`config.mk`:
```
export PLATFORM = sky130hd
export DESIGN_NAME = byte_stuff_framer_with_parity
export DESIGN_NICKNAME = d
export VERILOG_FILES = /design/src/rtl/core/bsfp_pkg.sv /design/src/rtl/core/byte_stuff_framer_with_parity.sv
export SDC_FILE = /design/constraint.sdc
export NUM_CORES = 1
export LEC_CHECK = 0
export BUFFER_PORTS_ARGS = -buffer_cell sky130_fd_sc_hd__clkbuf_2
export CAP_MARGIN = 0
export CORE_MARGIN = 2
export CORE_UTILIZATION = 35
export CTS_BUF_LIST = sky130_fd_sc_hd__clkbuf_16
export DETAILED_ROUTE_END_ITERATION = 8
export GPL_TIMING_DRIVEN = 0
export SLEW_MARGIN = 0
export SYNTH_ARGS = -nofsm -noshare
export SYNTH_HDL_FRONTEND = slang
export SYNTH_SLANG_ARGS = --single-unit
```
`constraint.sdc`:
```
create_clock -name clk -period 3.03 [get_ports clk]
set_clock_uncertainty 0.15 [all_clocks]
set_input_delay 0.1515 -clock clk [delete_from_list [all_inputs] [get_ports clk]]
set_output_delay 0.1515 -clock clk [all_outputs]
set_load 0.03 [all_outputs]
```
`src/rtl/core/bsfp_pkg.sv`:
```
// ----------------------------------------------------------------------------
// bsfp_pkg: shared types and constants for the byte stuffing framer
// kinds of output byte, slot positions of one request and register reset values
// ----------------------------------------------------------------------------
package bsfp_pkg;

  localparam int unsigned BYTE_W   = 8;
  localparam int unsigned NUM_SLOT = 5;
  localparam int unsigned SLOT_W   = $clog2(NUM_SLOT);

  // output byte kinds, as carried on the result channel
  typedef enum logic [1:0] {
    KIND_FLAG    = 2'd0,
    KIND_ESCAPE  = 2'd1,
    KIND_CONTENT = 2'd2,
    KIND_TRAILER = 2'd3
  } kind_t;

  // configuration register indexes
  typedef enum logic [0:0] {
    REG_FLAG   = 1'b0,
    REG_ESCAPE = 1'b1
  } reg_idx_t;

  // fixed order of the result slots that one input request can produce
  localparam logic [SLOT_W-1:0] SLOT_OPEN    = SLOT_W'(0);
  localparam logic [SLOT_W-1:0] SLOT_ESCAPE  = SLOT_W'(1);
  localparam logic [SLOT_W-1:0] SLOT_CONTENT = SLOT_W'(2);
  localparam logic [SLOT_W-1:0] SLOT_CLOSE   = SLOT_W'(3);
  localparam logic [SLOT_W-1:0] SLOT_TRAILER = SLOT_W'(4);

  localparam logic [BYTE_W-1:0] FLAG_RESET   = 8'd36;
  localparam logic [BYTE_W-1:0] ESCAPE_RESET = 8'd47;

  typedef logic [NUM_SLOT-1:0] slot_mask_t;

endpackage

```
`src/rtl/core/byte_stuff_framer_with_parity.sv`:
```
// ----------------------------------------------------------------------------
// byte_stuff_framer_with_parity: flag byte stuffing with an xor parity trailer
// turns message bytes into a framed, escaped byte stream with a parity byte
// ----------------------------------------------------------------------------
// Each input request is one message byte with first and last marks, or an
// empty-frame marker. It expands into one to five output bytes: an opening
// flag when marked first, an escape byte when the content byte equals the
// flag or the escape value, the content byte, and a closing flag plus an xor
// parity trailer when marked last. An empty frame gives flag, flag and a zero
// trailer. The input stage holds one request and a five-bit mask of the
// output slots it still owes; whenever the output register is empty or
// being drained, the lowest pending slot is loaded into it. The next
// request is accepted in the same cycle the last output byte of the
// current one is loaded, so there are no dead cycles between requests. The
// output register holds the byte, but in_tready follows out_tready through
// load combinationally. Configuration writes go straight into the flag and
// escape registers and must only happen while the block is idle.
// ----------------------------------------------------------------------------
module byte_stuff_framer_with_parity
  import bsfp_pkg::*;
(
  input  logic        clk,
  input  logic        rst_n,
  // configuration write port
  input  logic        cfg_wr_en,
  input  logic [0:0]  cfg_addr,
  input  logic [7:0]  cfg_wdata,
  // input request channel
  input  logic        in_tvalid,
  output logic        in_tready,
  input  logic [7:0]  in_tdata,   // [7:0] data_byte
  input  logic        in_tlast,   // last_byte
  input  logic [1:0]  in_tuser,   // [0] first_byte, [1] empty_frame
  // result channel
  output logic        out_tvalid,
  input  logic        out_tready,
  output logic [7:0]  out_tdata,  // [7:0] out_byte
  output logic        out_tlast,  // run_end
  output logic [2:0]  out_tuser   // [1:0] byte_kind, [2] frame_end
);

  // configuration registers
  logic [BYTE_W-1:0] flag_r, flag_nxt;
  logic [BYTE_W-1:0] esc_r, esc_nxt;

  // input stage: held request and its pending result slots
  logic [BYTE_W-1:0] data_r, data_nxt;
  slot_mask_t        pend_r, pend_nxt;

  // running frame parity
  logic [BYTE_W-1:0] parity_r, parity_nxt;

  // output register
  logic              ovld_r, ovld_nxt;
  logic [BYTE_W-1:0] obyte_r, obyte_nxt;
  kind_t             okind_r, okind_nxt;
  logic              olast_r, olast_nxt;
  logic              oend_r, oend_nxt;

  logic              item_vld;
  logic              in_fire;
  logic              load;
  logic [SLOT_W-1:0] slot;
  slot_mask_t        rest;
  logic              run_done;
  slot_mask_t        new_mask;
  logic              first_in, empty_in, needs_esc;
  logic [BYTE_W-1:0] emit_byte;
  kind_t             emit_kind;

  assign item_vld = |pend_r;

  // output register takes a new byte when empty or being drained this cycle
  assign load = item_vld && (!ovld_r || out_tready);

  // pick the lowest pending slot
  always_comb begin
    slot = SLOT_TRAILER;
    for (int i = NUM_SLOT - 1; i >= 0; i--) begin
      if (pend_r[i]) begin
        slot = SLOT_W'(i);
      end
    end
  end

  always_comb begin
    rest = pend_r;
    rest[slot] = 1'b0;
  end

  assign run_done  = (rest == '0);

  // free for a new request when nothing is held, or the last byte leaves now
  assign in_tready = !item_vld || (load && run_done);
  assign in_fire   = in_tvalid && in_tready;

  // slot mask of an arriving request
  assign first_in  = in_tuser[0];
  assign empty_in  = in_tuser[1];
  assign needs_esc = (in_tdata == flag_r) || (in_tdata == esc_r);

  always_comb begin
    new_mask = '0;
    if (empty_in) begin
      new_mask[SLOT_OPEN]    = 1'b1;
      new_mask[SLOT_CLOSE]   = 1'b1;
      new_mask[SLOT_TRAILER] = 1'b1;
    end else begin
      new_mask[SLOT_OPEN]    = first_in;
      new_mask[SLOT_ESCAPE]  = needs_esc;
      new_mask[SLOT_CONTENT] = 1'b1;
      new_mask[SLOT_CLOSE]   = in_tlast;
      new_mask[SLOT_TRAILER] = in_tlast;
    end
  end

  // byte and kind for the selected slot
  always_comb begin
    case (slot)
      SLOT_OPEN: begin
        emit_byte = flag_r;
        emit_kind = KIND_FLAG;
      end
      SLOT_ESCAPE: begin
        emit_byte = esc_r;
        emit_kind = KIND_ESCAPE;
      end
      SLOT_CONTENT: begin
        emit_byte = data_r;
        emit_kind = KIND_CONTENT;
      end
      SLOT_CLOSE: begin
        emit_byte = flag_r;
        emit_kind = KIND_FLAG;
      end
      default: begin
        // trailer carries the parity folded up to the closing flag
        emit_byte = parity_r;
        emit_kind = KIND_TRAILER;
      end
    endcase
  end

  always_comb begin
    flag_nxt   = flag_r;
    esc_nxt    = esc_r;
    data_nxt   = data_r;
    pend_nxt   = pend_r;
    parity_nxt = parity_r;
    ovld_nxt   = ovld_r;
    obyte_nxt  = obyte_r;
    okind_nxt  = okind_r;
    olast_nxt  = olast_r;
    oend_nxt   = oend_r;

    if (cfg_wr_en) begin
      case (reg_idx_t'(cfg_addr))
        REG_FLAG:   flag_nxt = cfg_wdata;
        REG_ESCAPE: esc_nxt  = cfg_wdata;
        default:    ;
      endcase
    end

    if (ovld_r && out_tready) begin
      ovld_nxt = 1'b0;
    end

    if (load) begin
      ovld_nxt  = 1'b1;
      obyte_nxt = emit_byte;
      okind_nxt = emit_kind;
      olast_nxt = run_done;
      oend_nxt  = (slot == SLOT_TRAILER);
      pend_nxt  = rest;
      // opening flag restarts the frame, trailer clears it
      if (slot == SLOT_OPEN) begin
        parity_nxt = emit_byte;
      end else if (slot == SLOT_TRAILER) begin
        parity_nxt = '0;
      end else begin
        parity_nxt = parity_r ^ emit_byte;
      end
    end

    if (in_fire) begin
      data_nxt = in_tdata;
      pend_nxt = new_mask;
    end
  end

  always_ff @(posedge clk) begin
    if (!rst_n) begin
      flag_r   <= FLAG_RESET;
      esc_r    <= ESCAPE_RESET;
      pend_r   <= '0;
      parity_r <= '0;
      ovld_r   <= 1'b0;
    end else begin
      flag_r   <= flag_nxt;
      esc_r    <= esc_nxt;
      pend_r   <= pend_nxt;
      parity_r <= parity_nxt;
      ovld_r   <= ovld_nxt;
    end
  end

  // payload registers
  always_ff @(posedge clk) begin
    data_r  <= data_nxt;
    obyte_r <= obyte_nxt;
    okind_r <= okind_nxt;
    olast_r <= olast_nxt;
    oend_r  <= oend_nxt;
  end

  assign out_tvalid = ovld_r;
  assign out_tdata  = obyte_r;
  assign out_tlast  = olast_r;
  assign out_tuser  = {oend_r, okind_r};

  // trailer always closes the frame and ends the request's run
  assert property (@(posedge clk) disable iff (!rst_n)
    (out_tvalid && okind_r == KIND_TRAILER) |-> (oend_r && out_tlast))
    else $error("trailer without frame end or run end");

  // an escape byte is always followed by its content byte in the same run
  assert property (@(posedge clk) disable iff (!rst_n)
    (out_tvalid && okind_r == KIND_ESCAPE) |-> !out_tlast)
    else $error("run ended on an escape byte");

  // parity is zero between frames once a trailer has been loaded
  assert property (@(posedge clk) disable iff (!rst_n)
    (load && slot == SLOT_TRAILER) |=> (parity_r == '0))
    else $error("parity not cleared after trailer");

endmodule

```
# Yosys cells after proc, flatten, opt, wreduce, memory -nomap -nowiden
# Cells that the tools add are included.
[totals]
word_cells = 57
register_bits = 50
inputBits = 25
out_inout_bits = 14
[op_classes]
n_reduce_logical = 18
n_bitwise = 4
n_lt_le_gt_ge = 2
muxes = 17
n_eq_ne = 6
[op_table]
columns = ["cell", "n"]
rows = [
  ["case mux 8 bit (3 select lines)", 1],
  ["equality test 8 bit", 2],
  ["2-to-1 mux 8 bit", 2],
  ["2-to-1 mux 3 bit", 4],
  ["2-to-1 mux 5 bit", 2],
  ["bitwise XOR 8 bit", 1],
  ["equality test 3 x 2 -> 1 bit, second input constant", 2],
  ["case mux 2 bit (3 select lines)", 1],
  ["AND 5 bit", 1],
  ["logical AND 1 bit", 5],
  ["zero test 5 bit", 1],
  ["NOT 5 bit", 1],
  ["OR reduction 5 bit", 1],
  ["< comparator 3 x 4 -> 1 bit, second input constant", 1],
  ["2-to-1 mux 1 bit", 4],
  ["2-to-1 mux 2 bit", 2],
  ["AND reduction 2 bit", 2],
  ["nonzero test 2 bit", 2],
  ["demux 1 bit (select 3 bit)", 1],
  ["equality test 3 x 1 -> 1 bit, second input constant", 1],
  ["equality test 3 bit, second input constant", 1],
  ["greater-or-equal comparator 3 x 1 -> 1 bit, second input constant", 1],
  ["zero test 3 bit", 1],
  ["logical OR 1 bit", 3],
  ["other kinds (3)", 4],
]

# Longest topological paths before layout
[depth]
word_depth = 15
ltp_mapped = 7
depth_no_buf = 5

# Least setup slack after synthesis
# No wires, ideal clock.
[synth_path]
kind = "reg2reg"
startpoint = "register pend_r[2]"
endpoint = "register data_r[0] (enable)"
period_less_slack_ns = 2.281
t_required_ns = 2.548
t_arrival_ns = 1.799
setup_ns = 0.332
path_buffers = 2
path_slack_ns = 0.749
stages_incl_launch_ff = 7
path_cell_list = "dfxtp_1 buf_6 or4_4 buf_6 o21ai_4 a21boi_4 and2_1"
[synth_between]
elab_chain_cells = 13
elab_cells_between_ends = 17
cone_classes = "order compare: 2; mux: 5; bitwise: 2; reduce/logical: 8"
[synth_rtl]
columns = ["item", "line_no", "text"]
rows = [
  ["start: declaration", "byte_stuff_framer_with_parity.sv:48", "slot_mask_t pend_r, pend_nxt;"],
  ["start signal: assignment", "byte_stuff_framer_with_parity.sv:201", "pend_r <= pend_nxt;"],
  ["2-to-1 mux 3 bit (3 in series)", "byte_stuff_framer_with_parity.sv:80", "if (pend_r[i]) begin"],
  ["< comparator 3 x 4 -> 1 bit (implied by the code) or greater-or-equal comparator 3 x 1 -> 1 bit (tied branches)", "byte_stuff_framer_with_parity.sv:88", "rest[slot] = 1'b0;"],
  ["logical AND 1 bit (implied by the code)", "byte_stuff_framer_with_parity.sv:88", ""],
  ["2-to-1 mux 1 bit (implied by the code)", "byte_stuff_framer_with_parity.sv:88", ""],
  ["demux 1 bit (select 3 bit)", "byte_stuff_framer_with_parity.sv:88", ""],
  ["NOT 5 bit (no line)", "n/a", ""],
  ["AND 5 bit (no line)", "n/a", ""],
  ["zero test 5 bit", "byte_stuff_framer_with_parity.sv:91", "assign run_done = (rest == '0);"],
  ["logical AND 1 bit", "byte_stuff_framer_with_parity.sv:94", "assign in_tready = !item_vld || (load && run_done);"],
  ["logical OR 1 bit (*)", "byte_stuff_framer_with_parity.sv:94", ""],
  ["net in_tready", "byte_stuff_framer_with_parity.sv:30", "output logic in_tready,"],
  ["logical AND 1 bit (*)", "byte_stuff_framer_with_parity.sv:95", "assign in_fire = in_tvalid && in_tready;"],
  ["net in_fire", "byte_stuff_framer_with_parity.sv:61", "logic in_fire;"],
  ["end signal: assignment", "byte_stuff_framer_with_parity.sv:209", "data_r <= data_nxt;"],
  ["end: declaration", "byte_stuff_framer_with_parity.sv:47", "logic [BYTE_W-1:0] data_r, data_nxt;"],
]
# Mark *: on every way through the listed nets, which the timed path passes. The rest lies on a longest branch.
# A chain may end at the register's enable or synchronous reset.

# Worst setup path in the final report
[layout_path]
startpoint = "register pend_r[3]"
endpoint = "register obyte_r[0] (netlist: out_tdata[0]) (enable)"
[layout_between]
elab_chain_cells = 2
[layout_rtl]
columns = ["item", "line_no", "text"]
rows = [
  ["OR reduction 5 bit", "byte_stuff_framer_with_parity.sv:71", "assign item_vld = |pend_r;"],
  ["logical AND 1 bit", "byte_stuff_framer_with_parity.sv:74", "assign load = item_vld && (!ovld_r || out_tready);"],
  ["net load", "byte_stuff_framer_with_parity.sv:62", "logic load;"],
  ["end signal: assignment", "byte_stuff_framer_with_parity.sv:210", "obyte_r <= obyte_nxt;"],
  ["end: declaration", "byte_stuff_framer_with_parity.sv:55", "logic [BYTE_W-1:0] obyte_r, obyte_nxt;"],
]
# The timed path passes the listed nets, and every way through them passes these cells.

==> metrics.cfg <==
[outcome]
status = finished clean

[yosys]
synth_top_family_by_area = compound AO/OA/AOI/OAI gates
synth-compound-area-share = 0.202
yosys_warnings = 0
syn_inst = 251
synth_cell_type_count = 40
avgSynthCellArea_um2 = 9.43
ys.flop_type = dfxtp_1
async_reset_ff_frac = 0
synth_area_leaders = dfxtp_1, edfxtp_1, nand2_1
synth_top_area_frac = 0.254
syn_nets = 276
synth_xor_area_frac = 0.0592
synthAdderAreaFrac = 0
yosysTopAreaCell = dfxtp_1
synth_simple_gate_area_share = 0.191
syn_area_um2 = 2370
synthMuxAreaShare = 0
ys_seq_area_frac = 0.508
synth-edff-count = 20
synth-seq-cells = 50

[power_and_ir_drop]
p_per_area_nw_per_um2 = 816
vdd_drop_max_mv = 0.375
p_leak_nw = 1.13

[clocking]
clk_latency_ps = 280
clk_pin_slew_worst_paths_ps = 60
cts_tree = built
clock_sinks = 50
htreeDepth = 2
clockBufferDepth = 2
cts_root_buf = clkbuf_16
cts_made_buffers = 5

[sta]
fin_tns_setup_ps = 0
fin_crit_ps = 2370
min_period_over_period = 0.783
slew_headroom = 0.340
rsz0062_at_grt = no
setup_viol = 0
final_max_slew_viol_count = 0
worstMarginPinSlew_ps = 986
fmax_mhz = 422
hold_viol = 0

[setup_path]
critical_path_required_ps = 2790
slowest_stage = nor2_1
critPathKind = flip-flop to flip-flop
crit_path_end_kind = flip-flop
worst_ep_arrival_time_ps = 2130
crit_path_max_incr_delay_ps = 750
reg2reg_depth = 5
crit_chain = or4_4, buf_6, buf_2, nor2_4, nor2_1
crit_path_start_kind = flip-flop
r2r_setup_slack_ps = 660
critPathMaxFanout = 12

[floorplanning]
start_util = 0.366
fp-row-count = 29
die_area_um2 = 7430
fp.dieW_um = 86.2
ioPinCount = 39
coreArea_um2 = 6460
die_h_um = 86.2

[global_route]
grt_overflow = 0
first_global_vias = 1842
grt_pass1_wl_mm = 8.93
grt_max_degree = 16
gr-usage-all-layers = 0.154
grt_antenna_before_repair = 0

[place]
io_buffers = 37
dp_hpwl_mm = 3.91
dpl_cell_area_um2 = 2650
gp_congestion = 0.775

[finish]
insertedDiodeCount = 0
num-nets-final = 336
syn_to_final_growth_pct = 25.6
n_fill_cell = 623
design_area_um2 = 2970
layout-drive-gt1-share = 0.183

[route]
drcViolationCount = 0
wirelength_mm = 5.43
first_iter_violations = 152
viasPerCell = 5.08
wire_per_inst_um = 14.0
drt_first_pass_iters = 5
vias = 1978
ant_nets = 0

[hold_path]
whs_path_depth = 3
holdCritPathClass = input port to flip-flop

[run]
cap_violations = 0

[metrics by stage]
step                      setup WS, ps  hold slack, ps  cells  total power, mW   util
after CTS                          674            48.4    389             2.44  0.460
final                              658            51.5    389             2.43  0.460
after detailed placement           680             235    365             1.80  0.410
after floorplan                    749             100    251             1.58      -
after global routing               508            77.3    389             2.56  0.460
after global placement             717             229    365             1.79  0.410
[metal layers]
metal	up-vias	track usage	wire length (um)
li1	1033	-	-
met1	896	0.220	2700
met2	45	0.237	2430
met3	4	0.0286	236
met4	0	0.0483	58
met5	-	0	0
[cell families after synthesis]
kind of cell,Yosys count
compound gates,68
buf+inv,19
simple gates,98
flops,50
xor+xnor,16
[cells in the final DEF, fill, tap and decap left out, types with 3 or more instances in the layout]
cell type	netlist	routed
a21oi_1	15	15
nor2_1	11	11
a31oi_1	9	9
clkbuf_16	0	5
clkbuf_2	0	37
nand2_1	52	52
nor2b_1	4	4
clkbuf_1	9	9
dlygate4sd3_1	0	16
o21ai_0	14	14
a211o_1	8	8
nand4_1	4	4
a222oi_1	7	7
nand3_1	15	15
edfxtp_1	20	20
xnor2_1	16	16
dfxtp_1	30	30
buf_2	3	3
[registers in the layout (all words and copies together) (netlist names)]
| name | count |
|---|---|
| out_tlast | 1 |
| esc_r | 8 |
| out_tvalid | 1 |
| data_r | 8 |
| okind_r | 2 |
| flag_r | 8 |
| out_tdata | 8 |
| parity_r | 8 |
| pend_r | 5 |
| oend_r | 1 |
[worst max-delay path: cells and delay by family, from the launching register on]
kind,cells,cell delay [ps]
flip-flops,1,470
buffers and inverters,2,350
AND/OR/NAND/NOR,3,1020
[final cells by class]
class / count / area (um2) / area share
multi-input cells: 182 / 1070 / 0.360
inverters: 4 / 15.0 / 0.00505
clock inverters: 3 / 40.0 / 0.0135
clock buffers: 5 / 125 / 0.0421
flip-flops and latches: 50 / 1200 / 0.404
repair buffers: 53 / 345 / 0.116
plain buffers: 15 / 78.8 / 0.0265
well taps: 77 / 96.3 / 0.0324
[cell usage after synthesis, types with 2 or more instances]
cell type / n
nand2_1: 52
dfxtp_1: 30
edfxtp_1: 20
xnor2_1: 16
a21oi_1: 15
nand3_1: 15
o21ai_0: 14
nor2_1: 11
a31oi_1: 9
clkbuf_1: 9
a211o_1: 8
a222oi_1: 7
nand4_1: 4
nor2b_1: 4
buf_2: 3
a2111oi_0: 2
a211oi_1: 2
and2_1: 2
buf_6: 2
clkinv_1: 2
inv_1: 2
nand2b_1: 2
o211ai_1: 2
o31ai_1: 2
[path summary, 6_finish.rpt]
path / endpoint / start
hold / removal: pend_r[2] / in_tuser[1]
setup reg to reg: out_tdata[0] / pend_r[3]
setup / recovery: out_tdata[0] / pend_r[3]
hold reg to reg: flag_r[6] / flag_r[6]
[what timing repair did]
item,4_1_cts,5_1_grt
resized for setup,0,0
endpoints found under the hold margin,24,0
setup buffers,0,0
hold buffers,16,0
[power breakdown]
group | internal, mW | leakage, nW | switching [mW] | total [mW]
clock | 0.386 | 0.0836 | 0.239 | 0.625
sequential | 0.888 | 0.442 | 0.0720 | 0.960
combinational | 0.276 | 0.607 | 0.566 | 0.841
Power figures use the tool's default switching activity.
